**src/hw/rtl/rhythm_seed_drift_control_core_defines.svh**
```systemverilog
// ----------------------------------------------------------------------------
// rhythm_seed_drift_control_core_defines.svh
// Assertion macros used by the seed drift control sequencer (rsdc_ctrl).
// ----------------------------------------------------------------------------
`ifndef RHYTHM_SEED_DRIFT_CONTROL_CORE_DEFINES_SVH
`define RHYTHM_SEED_DRIFT_CONTROL_CORE_DEFINES_SVH
`ifndef SYNTH
`define RSDC_ASSERT_IMP(label, clk, rst, ante, cons) \
   label: assert property (@(posedge clk) disable iff (rst) (ante) |-> (cons)) \
      else $error("rsdc assertion failed");
`define RSDC_ASSERT_NXT(label, clk, rst, ante, cons) \
   label: assert property (@(posedge clk) disable iff (rst) (ante) |=> (cons)) \
      else $error("rsdc assertion failed");
`else
`define RSDC_ASSERT_IMP(label, clk, rst, ante, cons)
`define RSDC_ASSERT_NXT(label, clk, rst, ante, cons)
`endif
`endif

```
**src/hw/rtl/rsdc_pkg.sv**
```systemverilog
// ----------------------------------------------------------------------------
// rsdc_pkg
// Types, codes and constants for the rhythm seed drift control block.
// ----------------------------------------------------------------------------
package rsdc_pkg;

   localparam int MAX_STEPS_DEF = 32;

   localparam logic [31:0] GOLDEN   = 32'h9e3779b9;
   localparam logic [31:0] MIX_MUL1 = 32'h85ebca6b;
   localparam logic [31:0] MIX_MUL2 = 32'hc2b2ae35;

   localparam logic [5:0]  LEN_RST  = 6'd32;
   localparam logic [53:0] LVL_RST  = 54'd0;
   localparam logic [31:0] DSEED_RST = 32'd1;
   localparam logic [31:0] PXOR_RST = 32'd0;

   localparam logic [1:0] REG_LEN   = 2'd0;
   localparam logic [1:0] REG_LVL   = 2'd1;
   localparam logic [1:0] REG_DSEED = 2'd2;
   localparam logic [1:0] REG_PXOR  = 2'd3;

   localparam logic [2:0] FN_QUERY = 3'd0;
   localparam logic [2:0] FN_PEND  = 3'd1;
   localparam logic [2:0] FN_REQ   = 3'd2;
   localparam logic [2:0] FN_RESEED = 3'd3;
   localparam logic [2:0] FN_INIT  = 3'd4;
   localparam logic [2:0] FN_MASK  = 3'd5;

   localparam logic [2:0] CL_DOWN = 3'd0;
   localparam logic [2:0] CL_HALF = 3'd1;
   localparam logic [2:0] CL_QTR  = 3'd2;
   localparam logic [2:0] CL_8TH  = 3'd3;
   localparam logic [2:0] CL_16TH = 3'd4;
   localparam logic [2:0] CL_OFF  = 3'd5;

   localparam logic [3:0] OP_NONE = 4'd0;
   localparam logic [3:0] OP_LOAD = 4'd1;
   localparam logic [3:0] OP_DIV  = 4'd2;
   localparam logic [3:0] OP_QFIN = 4'd3;
   localparam logic [3:0] OP_MBIT = 4'd4;
   localparam logic [3:0] OP_MULC = 4'd5;
   localparam logic [3:0] OP_MIX1 = 4'd6;
   localparam logic [3:0] OP_MUL1 = 4'd7;
   localparam logic [3:0] OP_MIX2 = 4'd8;
   localparam logic [3:0] OP_MUL2 = 4'd9;
   localparam logic [3:0] OP_MIX3 = 4'd10;
   localparam logic [3:0] OP_PEA  = 4'd11;
   localparam logic [3:0] OP_RSA  = 4'd12;
   localparam logic [3:0] OP_COMB = 4'd13;
   localparam logic [3:0] OP_REQ  = 4'd14;
   localparam logic [3:0] OP_INIT = 4'd15;

   typedef struct packed {
      logic [3:0] op;
   } cmd_type;

   typedef struct packed {
      logic [2:0] func;
      logic       pending;
      logic       nseed_zero;
      logic       div_done;
      logic       mask_last;
      logic       mask_empty;
   } stat_type;

   function automatic logic [2:0] class_of(input logic [4:0] n);
      logic [2:0] c;
      if (n == 5'd0)                     c = CL_DOWN;
      else if (n == 5'd16)               c = CL_HALF;
      else if (n == 5'd8 || n == 5'd24)  c = CL_QTR;
      else if (n[2:0] == 3'd4)           c = CL_8TH;
      else if (n[0] == 1'b0)             c = CL_16TH;
      else                               c = CL_OFF;
      return c;
   endfunction

   function automatic logic [8:0] level_sel(input logic [53:0] lv, input logic [2:0] c);
      logic [8:0] l;
      case (c)
         CL_DOWN: l = lv[8:0];
         CL_HALF: l = lv[17:9];
         CL_QTR:  l = lv[26:18];
         CL_8TH:  l = lv[35:27];
         CL_16TH: l = lv[44:36];
         default: l = lv[53:45];
      endcase
      return l;
   endfunction

endpackage

```
**src/hw/rtl/rsdc_div.sv**
```systemverilog
// ----------------------------------------------------------------------------
// rsdc_div
// Restoring divider, one quotient bit per cycle, for the step rescale.
// ----------------------------------------------------------------------------
module rsdc_div
   import rsdc_pkg::*;
(
   input  logic        clock,
   input  logic        reset,
   input  logic        start,
   input  logic [10:0] dividend,
   input  logic [5:0]  divisor,
   output logic [10:0] quotient,
   output logic        done
);
   localparam int NBITS = 11;
   localparam int CW = $clog2(NBITS);

   logic [10:0]   quo_ff, quo_in;
   logic [5:0]    rem_ff, rem_in;
   logic [5:0]    dvs_ff, dvs_in;
   logic [CW-1:0] cnt_ff, cnt_in;
   logic          busy_ff, busy_in;
   logic          done_ff, done_in;
   logic [6:0]    trial;

   always_comb begin
      quo_in  = quo_ff;
      rem_in  = rem_ff;
      dvs_in  = dvs_ff;
      cnt_in  = cnt_ff;
      busy_in = busy_ff;
      done_in = 1'b0;
      trial   = {rem_ff, quo_ff[10]};
      if (start) begin
         quo_in  = dividend;
         rem_in  = 6'd0;
         dvs_in  = divisor;
         cnt_in  = '0;
         busy_in = 1'b1;
      end else if (busy_ff) begin
         if (trial >= {1'b0, dvs_ff}) begin
            rem_in = 6'(trial - {1'b0, dvs_ff});
            quo_in = {quo_ff[9:0], 1'b1};
         end else begin
            rem_in = trial[5:0];
            quo_in = {quo_ff[9:0], 1'b0};
         end
         cnt_in = CW'(cnt_ff + 1'b1);
         if (cnt_ff == CW'(NBITS - 1)) begin
            busy_in = 1'b0;
            done_in = 1'b1;
         end
      end
   end

   always_ff @(posedge clock) begin
      quo_ff <= quo_in;
      rem_ff <= rem_in;
      dvs_ff <= dvs_in;
      cnt_ff <= cnt_in;
      if (reset) begin
         busy_ff <= 1'b0;
         done_ff <= 1'b0;
      end else begin
         busy_ff <= busy_in;
         done_ff <= done_in;
      end
   end

   assign quotient = quo_ff;
   assign done     = done_ff;

endmodule

```
**src/hw/rtl/rsdc_dp.sv**
```systemverilog
// ----------------------------------------------------------------------------
// rsdc_dp
// Datapath: seed state, shared multiplier, hash combine, step classifier.
// ----------------------------------------------------------------------------
module rsdc_dp
   import rsdc_pkg::*;
#(
   parameter int MAX_STEPS = MAX_STEPS_DEF
)(
   input  logic        clock,
   input  logic        reset,
   input  cmd_type     cmd,
   output stat_type    stat,
   input  logic [2:0]  req_func,
   input  logic [5:0]  req_step,
   input  logic [8:0]  req_drift,
   input  logic [8:0]  req_threshold,
   input  logic [31:0] req_new_seed,
   input  logic [5:0]  cfg_len,
   input  logic [53:0] cfg_lvl,
   input  logic [31:0] cfg_dseed,
   input  logic [31:0] cfg_pxor,
   output logic [31:0] chosen_seed,
   output logic        is_locked,
   output logic [8:0]  step_level,
   output logic [31:0] step_mask,
   output logic [31:0] pattern_seed_now,
   output logic [31:0] phrase_seed_now,
   output logic [31:0] phrase_count_now
);
   localparam int IW = $clog2(MAX_STEPS);

   logic [2:0]  func_ff;
   logic [5:0]  step_ff;
   logic [8:0]  drift_ff, thr_ff;
   logic [31:0] nseed_ff;
   logic [31:0] pat_ff, pat_in, phr_ff, phr_in, cnt_ff, cnt_in;
   logic        pend_ff, pend_in;
   logic [31:0] acc_ff, acc_in, prod_ff, prod_in;
   logic [31:0] chosen_ff, chosen_in;
   logic        locked_ff, locked_in;
   logic [8:0]  level_ff, level_in;
   logic [MAX_STEPS-1:0] mask_ff, mask_in;
   logic [IW-1:0] idx_ff, idx_in;

   logic [10:0] quo;
   logic        div_done;
   logic [5:0]  div_step, lim;
   logic [31:0] mul_a, mul_b, t1, t3, seed_init;
   logic        offbeat;
   logic [8:0]  lvl_q, lvl_m;

   assign div_step = (func_ff == FN_MASK) ? 6'(idx_ff) : step_ff;
   assign lim = (cfg_len < 6'(MAX_STEPS)) ? cfg_len : 6'(MAX_STEPS);

   rsdc_div u_div (
      .clock    (clock),
      .reset    (reset),
      .start    (cmd.op == OP_DIV),
      .dividend ({div_step, 5'd0}),
      .divisor  (cfg_len),
      .quotient (quo),
      .done     (div_done)
   );

   assign offbeat   = (cfg_len == 6'd0) || (step_ff >= cfg_len);
   assign lvl_q     = level_sel(cfg_lvl, offbeat ? CL_OFF : class_of(quo[4:0]));
   assign lvl_m     = level_sel(cfg_lvl, class_of(quo[4:0]));
   assign t1        = pat_ff ^ prod_ff;
   assign t3        = prod_ff ^ (prod_ff >> 16);
   assign seed_init = (nseed_ff == 32'd0) ? cfg_dseed : nseed_ff;

   always_comb begin
      unique case (cmd.op)
         OP_MULC: begin mul_a = cnt_ff; mul_b = GOLDEN;   end
         OP_MUL1: begin mul_a = acc_ff; mul_b = MIX_MUL1; end
         default: begin mul_a = acc_ff; mul_b = MIX_MUL2; end
      endcase
   end

   always_comb begin
      pat_in    = pat_ff;
      phr_in    = phr_ff;
      cnt_in    = cnt_ff;
      pend_in   = pend_ff;
      acc_in    = acc_ff;
      prod_in   = prod_ff;
      chosen_in = chosen_ff;
      locked_in = locked_ff;
      level_in  = level_ff;
      mask_in   = mask_ff;
      idx_in    = idx_ff;
      unique case (cmd.op)
         OP_LOAD: begin
            chosen_in = '0;
            locked_in = 1'b0;
            level_in  = '0;
            mask_in   = '0;
            idx_in    = '0;
         end
         OP_QFIN: begin
            level_in  = lvl_q;
            locked_in = lvl_q > drift_ff;
            chosen_in = (lvl_q > drift_ff) ? pat_ff : phr_ff;
         end
         OP_MBIT: begin
            if (lvl_m >= thr_ff) mask_in[idx_ff] = 1'b1;
            idx_in = IW'(idx_ff + 1'b1);
         end
         OP_MULC, OP_MUL1, OP_MUL2: prod_in = 32'(mul_a * mul_b);
         OP_MIX1: acc_in = t1 ^ (t1 >> 16);
         OP_MIX2: acc_in = prod_ff ^ (prod_ff >> 13);
         OP_MIX3: acc_in = (t3 == 32'd0) ? cfg_dseed : t3;
         OP_PEA: begin
            if (pend_ff) pat_in = acc_ff;
            pend_in = 1'b0;
            cnt_in  = cnt_ff + 32'd1;
         end
         OP_RSA: begin
            pat_in  = (nseed_ff == 32'd0) ? acc_ff : nseed_ff;
            cnt_in  = '0;
            pend_in = 1'b0;
         end
         OP_COMB: phr_in = pat_ff ^ (cnt_ff + GOLDEN + (pat_ff << 6) + (pat_ff >> 2));
         OP_REQ:  pend_in = 1'b1;
         OP_INIT: begin
            pat_in  = seed_init;
            phr_in  = seed_init ^ cfg_pxor;
            cnt_in  = '0;
            pend_in = 1'b0;
         end
         default: ;
      endcase
   end

   always_ff @(posedge clock) begin
      if (cmd.op == OP_LOAD) begin
         func_ff  <= req_func;
         step_ff  <= req_step;
         drift_ff <= req_drift;
         thr_ff   <= req_threshold;
         nseed_ff <= req_new_seed;
      end
      acc_ff    <= acc_in;
      prod_ff   <= prod_in;
      chosen_ff <= chosen_in;
      locked_ff <= locked_in;
      level_ff  <= level_in;
      mask_ff   <= mask_in;
      idx_ff    <= idx_in;
      if (reset) begin
         pat_ff  <= DSEED_RST;
         phr_ff  <= DSEED_RST ^ PXOR_RST;
         cnt_ff  <= '0;
         pend_ff <= 1'b0;
      end else begin
         pat_ff  <= pat_in;
         phr_ff  <= phr_in;
         cnt_ff  <= cnt_in;
         pend_ff <= pend_in;
      end
   end

   assign stat.func       = func_ff;
   assign stat.pending    = pend_ff;
   assign stat.nseed_zero = (nseed_ff == 32'd0);
   assign stat.div_done   = div_done;
   assign stat.mask_last  = ({{(6 - IW){1'b0}}, idx_ff} == 6'(lim - 6'd1));
   assign stat.mask_empty = (lim == 6'd0);

   assign chosen_seed      = chosen_ff;
   assign is_locked        = locked_ff;
   assign step_level       = level_ff;
   assign step_mask        = 32'(mask_ff);
   assign pattern_seed_now = pat_ff;
   assign phrase_seed_now  = phr_ff;
   assign phrase_count_now = cnt_ff;

endmodule

```
**src/hw/rtl/rsdc_ctrl.sv**
```systemverilog
// ----------------------------------------------------------------------------
// rsdc_ctrl
// Sequencer that walks each operation through the datapath.
// ----------------------------------------------------------------------------
`include "rhythm_seed_drift_control_core_defines.svh"
module rsdc_ctrl
   import rsdc_pkg::*;
(
   input  logic     clock,
   input  logic     reset,
   input  logic     req_valid,
   output logic     req_stall,
   input  logic     out_free,
   output logic     out_load,
   input  stat_type stat,
   output cmd_type  cmd
);
   localparam logic [4:0] S_IDLE  = 5'd0;
   localparam logic [4:0] S_DEC   = 5'd1;
   localparam logic [4:0] S_QDIV  = 5'd2;
   localparam logic [4:0] S_QFIN  = 5'd3;
   localparam logic [4:0] S_MDIV  = 5'd4;
   localparam logic [4:0] S_MBIT  = 5'd5;
   localparam logic [4:0] S_MSTA  = 5'd6;
   localparam logic [4:0] S_M1    = 5'd7;
   localparam logic [4:0] S_M2    = 5'd8;
   localparam logic [4:0] S_M3    = 5'd9;
   localparam logic [4:0] S_M4    = 5'd10;
   localparam logic [4:0] S_M5    = 5'd11;
   localparam logic [4:0] S_PEA   = 5'd12;
   localparam logic [4:0] S_RSA   = 5'd13;
   localparam logic [4:0] S_COMB  = 5'd14;
   localparam logic [4:0] S_DONE  = 5'd15;

   logic [4:0] state_ff, state_in;
   logic       accept;

   assign req_stall = (state_ff != S_IDLE);
   assign accept    = req_valid && !req_stall;

   always_comb begin
      state_in = state_ff;
      cmd.op   = OP_NONE;
      out_load = 1'b0;
      unique case (state_ff)
         S_IDLE: if (accept) begin
            cmd.op   = OP_LOAD;
            state_in = S_DEC;
         end
         S_DEC: begin
            case (stat.func)
               FN_QUERY: begin cmd.op = OP_DIV; state_in = S_QDIV; end
               FN_PEND: begin
                  if (stat.pending) begin cmd.op = OP_MULC; state_in = S_M1; end
                  else state_in = S_PEA;
               end
               FN_REQ: begin cmd.op = OP_REQ; state_in = S_DONE; end
               FN_RESEED: begin
                  if (stat.nseed_zero) begin cmd.op = OP_MULC; state_in = S_M1; end
                  else state_in = S_RSA;
               end
               FN_INIT: begin cmd.op = OP_INIT; state_in = S_DONE; end
               FN_MASK: begin
                  if (stat.mask_empty) state_in = S_DONE;
                  else begin cmd.op = OP_DIV; state_in = S_MDIV; end
               end
               default: state_in = S_DONE;
            endcase
         end
         S_QDIV: if (stat.div_done) state_in = S_QFIN;
         S_QFIN: begin cmd.op = OP_QFIN; state_in = S_DONE; end
         S_MDIV: if (stat.div_done) state_in = S_MBIT;
         S_MBIT: begin
            cmd.op   = OP_MBIT;
            state_in = stat.mask_last ? S_DONE : S_MSTA;
         end
         S_MSTA: begin cmd.op = OP_DIV;  state_in = S_MDIV; end
         S_M1:   begin cmd.op = OP_MIX1; state_in = S_M2; end
         S_M2:   begin cmd.op = OP_MUL1; state_in = S_M3; end
         S_M3:   begin cmd.op = OP_MIX2; state_in = S_M4; end
         S_M4:   begin cmd.op = OP_MUL2; state_in = S_M5; end
         S_M5: begin
            cmd.op   = OP_MIX3;
            state_in = (stat.func == FN_PEND) ? S_PEA : S_RSA;
         end
         S_PEA:  begin cmd.op = OP_PEA;  state_in = S_COMB; end
         S_RSA:  begin cmd.op = OP_RSA;  state_in = S_COMB; end
         S_COMB: begin cmd.op = OP_COMB; state_in = S_DONE; end
         S_DONE: if (out_free) begin
            out_load = 1'b1;
            state_in = S_IDLE;
         end
         default: state_in = S_IDLE;
      endcase
   end

   always_ff @(posedge clock) begin
      if (reset) state_ff <= S_IDLE;
      else       state_ff <= state_in;
   end

   `RSDC_ASSERT_NXT(a_accept_dec, clock, reset, accept, state_ff == S_DEC)
   `RSDC_ASSERT_NXT(a_done_idle, clock, reset, out_load, state_ff == S_IDLE)
   `RSDC_ASSERT_NXT(a_qdiv_wait, clock, reset, (state_ff == S_QDIV) && !stat.div_done, state_ff == S_QDIV)
   `RSDC_ASSERT_IMP(a_load_done, clock, reset, out_load, (state_ff == S_DONE) && out_free)

endmodule

```
**src/hw/rtl/rhythm_seed_drift_control_core.sv**
```systemverilog
// ----------------------------------------------------------------------------
// rhythm_seed_drift_control_core
// Seed drift control for a rhythm sequencer: register file, output beat stage.
// ----------------------------------------------------------------------------
// Step query: the result waits on the bit-serial divider.
// Seed ops: the mixer runs through one shared registered multiplier.
// Mask: one divide per step, for min(length, MAX_STEPS) steps.
// One item in flight; the next beat is taken while a result waits on rsp_stall.
// Synchronous reset restores register defaults and seed state; no clearing pass.
module rhythm_seed_drift_control_core
   import rsdc_pkg::*;
#(
   parameter int MAX_STEPS = MAX_STEPS_DEF
)(
   input  logic        clock,
   input  logic        reset,
   input  logic        req_valid,
   output logic        req_stall,
   input  logic [2:0]  req_func,
   input  logic [5:0]  req_step,
   input  logic [8:0]  req_drift,
   input  logic [8:0]  req_threshold,
   input  logic [31:0] req_new_seed,
   output logic        rsp_valid,
   input  logic        rsp_stall,
   output logic [31:0] rsp_chosen_seed,
   output logic        rsp_is_locked,
   output logic [8:0]  rsp_step_level,
   output logic [31:0] rsp_step_mask,
   output logic [31:0] rsp_pattern_seed_now,
   output logic [31:0] rsp_phrase_seed_now,
   output logic [31:0] rsp_phrase_count_now,
   input  logic        psel,
   input  logic        penable,
   input  logic        pwrite,
   input  logic [4:0]  paddr,
   input  logic [63:0] pwdata,
   output logic [63:0] prdata,
   output logic        pready
);
   logic [5:0]  len_ff;
   logic [53:0] lvl_ff;
   logic [31:0] dseed_ff, pxor_ff;
   logic        wr;

   cmd_type  cmd;
   stat_type stat;
   logic     out_free, out_load;

   logic [31:0] d_chosen, d_mask, d_pat, d_phr, d_cnt;
   logic        d_locked;
   logic [8:0]  d_level;

   logic        rv_ff, rv_in;
   logic [31:0] o_chosen_ff, o_mask_ff, o_pat_ff, o_phr_ff, o_cnt_ff;
   logic        o_locked_ff;
   logic [8:0]  o_level_ff;

   assign pready = 1'b1;
   assign wr     = psel && penable && pwrite;

   always_ff @(posedge clock) begin
      if (reset) begin
         len_ff   <= LEN_RST;
         lvl_ff   <= LVL_RST;
         dseed_ff <= DSEED_RST;
         pxor_ff  <= PXOR_RST;
      end else if (wr) begin
         unique case (paddr[4:3])
            REG_LEN:   len_ff   <= pwdata[5:0];
            REG_LVL:   lvl_ff   <= pwdata[53:0];
            REG_DSEED: dseed_ff <= pwdata[31:0];
            default:   pxor_ff  <= pwdata[31:0];
         endcase
      end
   end

   always_comb begin
      unique case (paddr[4:3])
         REG_LEN:   prdata = 64'(len_ff);
         REG_LVL:   prdata = 64'(lvl_ff);
         REG_DSEED: prdata = 64'(dseed_ff);
         default:   prdata = 64'(pxor_ff);
      endcase
   end

   rsdc_ctrl u_ctrl (
      .clock     (clock),
      .reset     (reset),
      .req_valid (req_valid),
      .req_stall (req_stall),
      .out_free  (out_free),
      .out_load  (out_load),
      .stat      (stat),
      .cmd       (cmd)
   );

   rsdc_dp #(.MAX_STEPS(MAX_STEPS)) u_dp (
      .clock            (clock),
      .reset            (reset),
      .cmd              (cmd),
      .stat             (stat),
      .req_func         (req_func),
      .req_step         (req_step),
      .req_drift        (req_drift),
      .req_threshold    (req_threshold),
      .req_new_seed     (req_new_seed),
      .cfg_len          (len_ff),
      .cfg_lvl          (lvl_ff),
      .cfg_dseed        (dseed_ff),
      .cfg_pxor         (pxor_ff),
      .chosen_seed      (d_chosen),
      .is_locked        (d_locked),
      .step_level       (d_level),
      .step_mask        (d_mask),
      .pattern_seed_now (d_pat),
      .phrase_seed_now  (d_phr),
      .phrase_count_now (d_cnt)
   );

   assign out_free = !rv_ff || !rsp_stall;

   always_comb begin
      rv_in = rv_ff;
      if (out_load)        rv_in = 1'b1;
      else if (!rsp_stall) rv_in = 1'b0;
   end

   always_ff @(posedge clock) begin
      if (out_load) begin
         o_chosen_ff <= d_chosen;
         o_locked_ff <= d_locked;
         o_level_ff  <= d_level;
         o_mask_ff   <= d_mask;
         o_pat_ff    <= d_pat;
         o_phr_ff    <= d_phr;
         o_cnt_ff    <= d_cnt;
      end
      if (reset) rv_ff <= 1'b0;
      else       rv_ff <= rv_in;
   end

   assign rsp_valid            = rv_ff;
   assign rsp_chosen_seed      = o_chosen_ff;
   assign rsp_is_locked        = o_locked_ff;
   assign rsp_step_level       = o_level_ff;
   assign rsp_step_mask        = o_mask_ff;
   assign rsp_pattern_seed_now = o_pat_ff;
   assign rsp_phrase_seed_now  = o_phr_ff;
   assign rsp_phrase_count_now = o_cnt_ff;

endmodule

```
**config.mk**
```make
export PLATFORM = sky130hd
export DESIGN_NAME = rhythm_seed_drift_control_core
export DESIGN_NICKNAME = d
export VERILOG_FILES = /design/src/hw/rtl/rsdc_pkg.sv /design/src/hw/rtl/rsdc_div.sv /design/src/hw/rtl/rsdc_dp.sv /design/src/hw/rtl/rsdc_ctrl.sv /design/src/hw/rtl/rhythm_seed_drift_control_core.sv
export VERILOG_INCLUDE_DIRS = /design/src /design/src/hw/rtl
export SDC_FILE = /design/constraint.sdc
export NUM_CORES = 2
export LEC_CHECK = 0
export BUFFER_PORTS_ARGS = -buffer_cell sky130_fd_sc_hd__buf_2
export CORE_ASPECT_RATIO = 2
export CORE_MARGIN = 5
export CORE_UTILIZATION = 55
export DETAILED_ROUTE_END_ITERATION = 10
export PLACE_DENSITY = 0.74
export REMOVE_ABC_BUFFERS = 1
export SKIP_LAST_GASP = 1
export SLEW_MARGIN = 20
export SYNTH_ARGS = -nofsm -noshare
export SYNTH_HDL_FRONTEND = slang
export SYNTH_SLANG_ARGS = --single-unit
```
**constraint.sdc**
```tcl
create_clock -name clock -period 17.2 [get_ports clock]
set_clock_uncertainty 0.05 [all_clocks]
set_input_delay 0.86 -clock clock [delete_from_list [all_inputs] [get_ports clock]]
set_output_delay 0.86 -clock clock [all_outputs]
set_load 0.01 [all_outputs]
```
**Word-level counts from Yosys, hierarchy flattened**

Index checks and enable logic that the tools add are counted.

- Output and inout port bits: 237
- Bits in read-only memories: 0
- Bits of input ports: 135
- Memories: 0
- Bits in latches: 0
- Logic and storage cells: 222
- Bits in registers: 628
- RAM bits: 0

- Equal/unequal tests: 58
- Shifts and indexed selects: 0
- Bitwise logic cells: 9
- Reduce and logical (&&, ||, !) cells: 43
- $lt $le $gt $ge: 7
- Div/mod/pow operators: 0
- Muxes and demuxes: 60
- Multipliers: 1
- Add/sub/neg operators: 8

Operators by type and width:

| cell | count |
|---|---|
| $pmux 32 s2 | 4 |
| $mux 32 | 7 |
| $pmux 32 s3 | 2 |
| $pmux 54 s3 | 1 |
| $xor 32x32->32 | 3 |
| $pmux 9 s5 | 2 |
| $pmux 5 s14 | 1 |
| $logic_not 32->1 | 2 |
| $xor 32x16->32 | 2 |
| $pmux 31 s2 | 1 |
| $pmux 4 s13 | 1 |
| $eq 5x4->1 const B | 9 |
| $eq 4x4->1 const B | 9 |
| $add 32x1->32 const B | 1 |
| $add 32x30->32 | 1 |
| $add 32x32->32 | 1 |
| $add 32x32->32 const B | 1 |
| $mul 32x32->32 | 1 |
| $or 32x32->32 | 1 |
| $xor 32x19->32 | 1 |
| $pmux 4 s6 | 1 |
| $mux 11 | 2 |
| $mux 3 | 7 |
| $eq 5x3->1 const B | 4 |
| other kinds (50) | 121 |

**Logic depth before layout (Yosys ltp)**

- Depth in word-level cells: 11
- Depth in mapped cells: 37
- Gate-level depth less buffers: 35

**Modules after synthesis**

From an unflattened synthesis, not the netlist that was laid out.

- Cell total of the unflattened synthesis: 4,394
- Area, all modules: 45,775.2 µm²

Modules (own cells, without submodules):

| module | seq. area each (µm²) | area an instance (µm²) | cells each | instances |
|---|---|---|---|---|
| rsdc_dp | 8,007.7 | 32,376.1 | 3,381 | 1 |
| rhythm_seed_drift_control_core | 7,607.3 | 11,317.1 | 791 | 1 |
| rsdc_div | 750.7 | 1,483.9 | 130 | 1 |
| rsdc_ctrl | 80.1 | 598.1 | 92 | 1 |

**Worst setup path before layout**

No wires, ideal clock.

- Path kind: register -> register
- From: register u_ctrl.state_ff[0]
- To: register u_ctrl.state_ff[3]
- Library setup time: 132 ps
- Arrival time: 9,958 ps
- Period minus slack after synthesis: 10,140 ps
- Required time: 17,018 ps
- Path buffers: 2
- Slack: 7,060 ps
- Cell stages (with the launch flop): 8
- Cell sequence: dfxtp_1 -> buf_2 -> buf_1 -> nand4_1 -> a21oi_1 -> nor2_1 -> a31oi_1 -> a21oi_1

- Word-level cells in the longest chain between the ends: 5
- Elaborated cells between the ends (all ways): 27
- Classes of those cells: eq/ne: 19; mux: 1; reduce/logical: 7

Ends and longest elaborated chain:

| element | line | RTL |
|---|---|---|
| start: declaration | rsdc_ctrl.sv:35 | `logic [4:0] state_ff, state_in;` |
| start signal: assignment | rsdc_ctrl.sv:99 | `else state_ff <= state_in;` |
| $reduce_bool 5->1 | rsdc_ctrl.sv:38 | `assign req_stall = (state_ff != S_IDLE);` |
| $logic_not 1->1 | rsdc_ctrl.sv:39 | `assign accept = req_valid && !req_stall;` |
| $logic_and 1x1->1 | rsdc_ctrl.sv:39 |  |
| $ne 2x1->1 (no line) | - |  |
| $reduce_and 4->1 (no line) | - |  |

Several ways; a longest one is shown, not always the timed one.
A chain may end at the register's enable or synchronous reset.

**Worst setup path in the final report**

- From: register u_ctrl.state_ff[1]
- To: register u_dp.prod_ff[31] (data pin)

- Word-level cells in the longest chain between the ends: 8
- Elaborated cells between the ends (all ways): 23
- Classes of those cells: mul: 1; eq/ne: 14; mux: 4; reduce/logical: 4

Ends and longest elaborated chain:

| element | line | RTL |
|---|---|---|
| $reduce_bool 5->1 | rsdc_ctrl.sv:38 |  |
| $logic_not 1->1 | rsdc_ctrl.sv:39 |  |
| $logic_and 1x1->1 | rsdc_ctrl.sv:39 |  |
| $mux 1 | rsdc_ctrl.sv:46 | `S_IDLE: if (accept) begin` |
| $pmux 4 s13 (*) | rsdc_ctrl.sv:45 | `unique case (state_ff)` |
| $eq 4x3->1 | rsdc_dp.sv:74 | `unique case (cmd.op)` |
| $pmux 31 s2 or $mux 32 (tied branches) | rsdc_dp.sv:74 |  |
| $mul 32x32->32 (*) | rsdc_dp.sv:110 | `OP_MULC, OP_MUL1, OP_MUL2: prod_in = 32'(mul_a * mul_b);` |
| end signal: assignment | rsdc_dp.sv:145 | `prod_ff <= prod_in;` |
| end: declaration | rsdc_dp.sv:39 | `logic [31:0] acc_ff, acc_in, prod_ff, prod_in;` |

Mark *: on every way between the ends. The rest lies on a longest branch, timed or not.

==> results.md <==
- For this run, the top clock speed supported by timing is 88.3 MHz.
- Synthesis handed over a netlist of 4295 instances.
- Across all hold checks on the routed design, the worst slack comes to 0.323 ns.
- The number of buffers added by the clock tree synthesis step is 54.
- The startpoint-to-endpoint class of the critical path is flip-flop to flip-flop.
- Yosys printed 0 warnings.
- The post-synthesis to final-layout area growth is 10.7%.
- The post-synthesis instance area is 44100 µm².
- Yosys mapped a number of flops with a built-in enable equal to 384.
- The total clock sinks is 627.
- The starting density of the core is 55.6%.
- Setup violations remaining at the end of the flow were counted as 0.
- At the end of the flow, the number of nets in the layout was 5362.
- The largest individual stage delay along the critical path comes from the cell sky130_fd_sc_hd__dfxtp_1.
- The top-level port count is 372.
- The clock tree synthesis step divided the H-tree into 2 levels.
- In the final routed layout, each cell accounts on average for 30.1 µm.
- The startpoint of the worst-slack reg-to-reg timing path is u_ctrl.state_ff[1].
- The fraction of the yosys area taken by sequential cells is 37.2%.
- The most used cell along the critical path is sky130_fd_sc_hd__fa_1.
- TritonCTS built the clock tree.
- The largest fanout on the critical path is 48.
- The cell count of the worst hold path is 1.
- The total vias in the final route is 34200.
- Clock-pin slew was measured on the worst setup and hold paths at 0.07 ns.
- The total setup buffers inserted after CTS is 0.
- The worst slew margin relative to its limit is 21.2%.
- The count of hold buffers inserted by post-cts repair is 0.
- The via count normalized by instance count is 6.05.
- The tightest min-delay check is of the input pin to flip-flop type.
- The placed wire-length estimate after detailed placement is 136000 µm.
- From bottom edge to top edge, the die measures 410 µm.
- The register bit count reported by yosys is 627.
- The final count of pins violating max slew is 0.
- The run finished with clean final reports.
- In this run the deepest clock path goes through 3 buffers.
- The die covers 86200 µm².
- Of all flip-flops after synthesis, the portion carrying an async set or reset was 0%.
- The required time of the critical path is 17.53 ns.
- The wire length on met2 is 84000 µm.
- The portion of the clock cycle consumed by the worst path in the final layout is 65.8%.
- The number of nets still failing antenna checks after routing is 0.
- During placement, the flow inserted port buffers numbering 347.
- In the final timing run, aggregate negative setup slack is 0 ns.
- The global-route wire length before repair is 242000 µm.
- Leaving out fill and tap cells, the most frequent cells in the layout are 621 x sky130_fd_sc_hd__inv_1, 474 x sky130_fd_sc_hd__nand2_1, 420 x sky130_fd_sc_hd__fa_1.
- The number of antenna violations at the first check in global routing was 5.
- The launching element of the worst setup path is u_ctrl.state_ff[1].
- The leading cell type in the layout, fill and taps excluded is sky130_fd_sc_hd__inv_1.
- The kind of start point of the critical path is a flip-flop.
- The signal arrival time at the worst endpoint is 11.65 ns.
- The via count of the first global-routing pass is 35100.
- The initialized floorplan defines 146 standard-cell rows.
- Clock latency on the worst-skew pair, taken at its later pin, is 0.65 ns.
- In this run the most critical hold path is launched from req_threshold[4].
- The highest metal layer with signal wires is met5.
- The total of max-cap violations is 0.
- The number of cells traversed by the worst register-to-register path is 35.
- The root buffer cell chosen for the clock tree is sky130_fd_sc_hd__clkbuf_16.
- The first detailed-routing pass ran for 10 iterations.
- The count of filler cells inserted in the layout is 6777.
- For this block, wires on met1 add up to 50800 µm.
- The post-layout minimum cycle time is 11.32 ns.
- The routed length on met3 is 11200 µm.
- The count of final hold-check violations was 0.
- For the pin with the worst max-slew slack, the measured transition is 1.17 ns.
- The aggregate global routing overflow is 0.
- The total track usage is 39.1%.
- The number of DRC violations after detailed routing is 0.
- STA classifies the critical path endpoint as a flip-flop.
- Entering global routing, the biggest net connects 90 pins.
- Of the cells placed in the final design, the portion with a size suffix greater than 1 is 13.4%.
- Setup repair after global routing left no endpoint under its margin.
- The count of routing violations after the opening detailed-route iteration is 3694.
- Wires add up to 170000 µm.
- The final weighted congestion of routability-driven global placement is 1.02.
- After synthesis, the netlist uses 87 different library cells.
- After synthesis, the mean cell area works out to 10.3 µm².
- The total area inside the core boundary comes to 79300 µm².
- The most used flip-flop cell after synthesis is sky130_fd_sc_hd__edfxtp_1.
- The largest single stage delay on the critical path is 0.86 ns.
- The number of gates resized after CTS was 0.
- The die is 210 µm wide.
## cells by family (layout without fill, tap and decap cells)
family	Yosys count	in the layout	share of synthesized area (%)
buffers and inverters	843	1155	7.37
adder cells (fa/ha/maj)	654	654	25.7
AO/OA/AOI/OAI	720	720	10.5
multiplexers	101	101	2.56
flip-flops	627	627	37.2
XOR/XNOR	297	297	5.94
AND/OR/NAND/NOR	1051	1051	10.6
other	2	22	0.0170
## metal layers
layer	track usage [%]	vias to the layer above
li1	-	14800
met1	38.4	16800
met2	67.2	1914
met3	5.09	697
met4	41.7	2
met5	0	-
## through the flow
| stage | utilization (%) | setup slack (ns) | area, µm² | std cells |
|---|---|---|---|---|
| 3_5_place_dp | 59.2 | 6.13 | 46900 | 5553 |
| 4_1_cts | 61.5 | 6.06 | 48700 | 5653 |
| 5_1_grt | 61.5 | 5.62 | 48800 | 5653 |
| 3_3_place_gp | 59.2 | 6.16 | 46900 | 5553 |
| 6_report | 61.5 | 5.88 | 48800 | 5663 |
| 2_1_floorplan | - | 7.07 | 43200 | 4086 |
## sequential cells by signal (all words and copies together) (netlist names), 9 cells and up
signal	flops
lvl_ff	54
u_dp.chosen_seed	32
u_dp.phrase_count_now	32
rsp_phrase_count_now	32
u_dp.prod_ff	32
u_dp.step_mask	32
u_dp.nseed_ff	32
rsp_chosen_seed	32
u_dp.step_level	9
u_dp.phrase_seed_now	32
u_dp.acc_ff	32
rsp_step_level	9
u_dp.u_div.quotient	11
u_dp.pattern_seed_now	32
u_dp.thr_ff	9
u_dp.drift_ff	9
dseed_ff	32
pxor_ff	32
rsp_step_mask	32
rsp_phrase_seed_now	32
rsp_pattern_seed_now	32
## critical path, delay by kind of cell, from the launching register on
family,cells,cell delay [ns]
fa+ha+maj,9,3.93
simple gates,8,2.62
compound gates,9,1.68
buf+inv,8,1.67
flops,1,0.86
xor+xnor,1,0.16
## worst paths after layout
path	slack, ns	endpoint
min	0.32	u_dp.thr_ff[4]
max	5.88	u_dp.prod_ff[31]
max reg2reg	5.88	u_dp.prod_ff[31]
min reg2reg	0.36	rsp_chosen_seed[10]
## synth_stat cells (27+ instances only)
cell	number	area, µm²
sky130_fd_sc_hd__a22o_1	27	236
sky130_fd_sc_hd__xor2_1	86	753
sky130_fd_sc_hd__a21o_1	54	405
sky130_fd_sc_hd__dfxtp_1	243	4860
sky130_fd_sc_hd__ha_1	234	2930
sky130_fd_sc_hd__xnor2_1	210	1840
sky130_fd_sc_hd__clkbuf_1	181	679
sky130_fd_sc_hd__and2_1	42	263
sky130_fd_sc_hd__a21oi_1	308	1540
sky130_fd_sc_hd__o21ai_0	78	390
sky130_fd_sc_hd__inv_1	622	2330
sky130_fd_sc_hd__nand3_1	31	155
sky130_fd_sc_hd__mux2_2	34	383
sky130_fd_sc_hd__edfxtp_1	384	11500
sky130_fd_sc_hd__a211oi_1	51	383
sky130_fd_sc_hd__nor3_1	38	190
sky130_fd_sc_hd__nand2_1	475	1780
sky130_fd_sc_hd__o211ai_1	27	203
sky130_fd_sc_hd__mux2i_1	61	611
sky130_fd_sc_hd__nor2b_1	33	206
sky130_fd_sc_hd__a222oi_1	42	420
sky130_fd_sc_hd__nor2_1	284	1070
sky130_fd_sc_hd__fa_1	420	8410
## layout make-up
cell class	count	area, µm²	area share (%)
Sequential cell	627	16400	33.6
Antenna cell	10	25.0	0.0513
Clock buffer	68	1480	3.03
Multi-Input combinational cell	2835	24500	50.3
Timing Repair Buffer	431	2370	4.87
Inverter	624	2340	4.80
Clock inverter	32	335	0.687
Tap cell	1036	1300	2.66
Power is not shown: default switching activity piles up to over one toggle a cycle in this logic, so the estimate is an artifact.
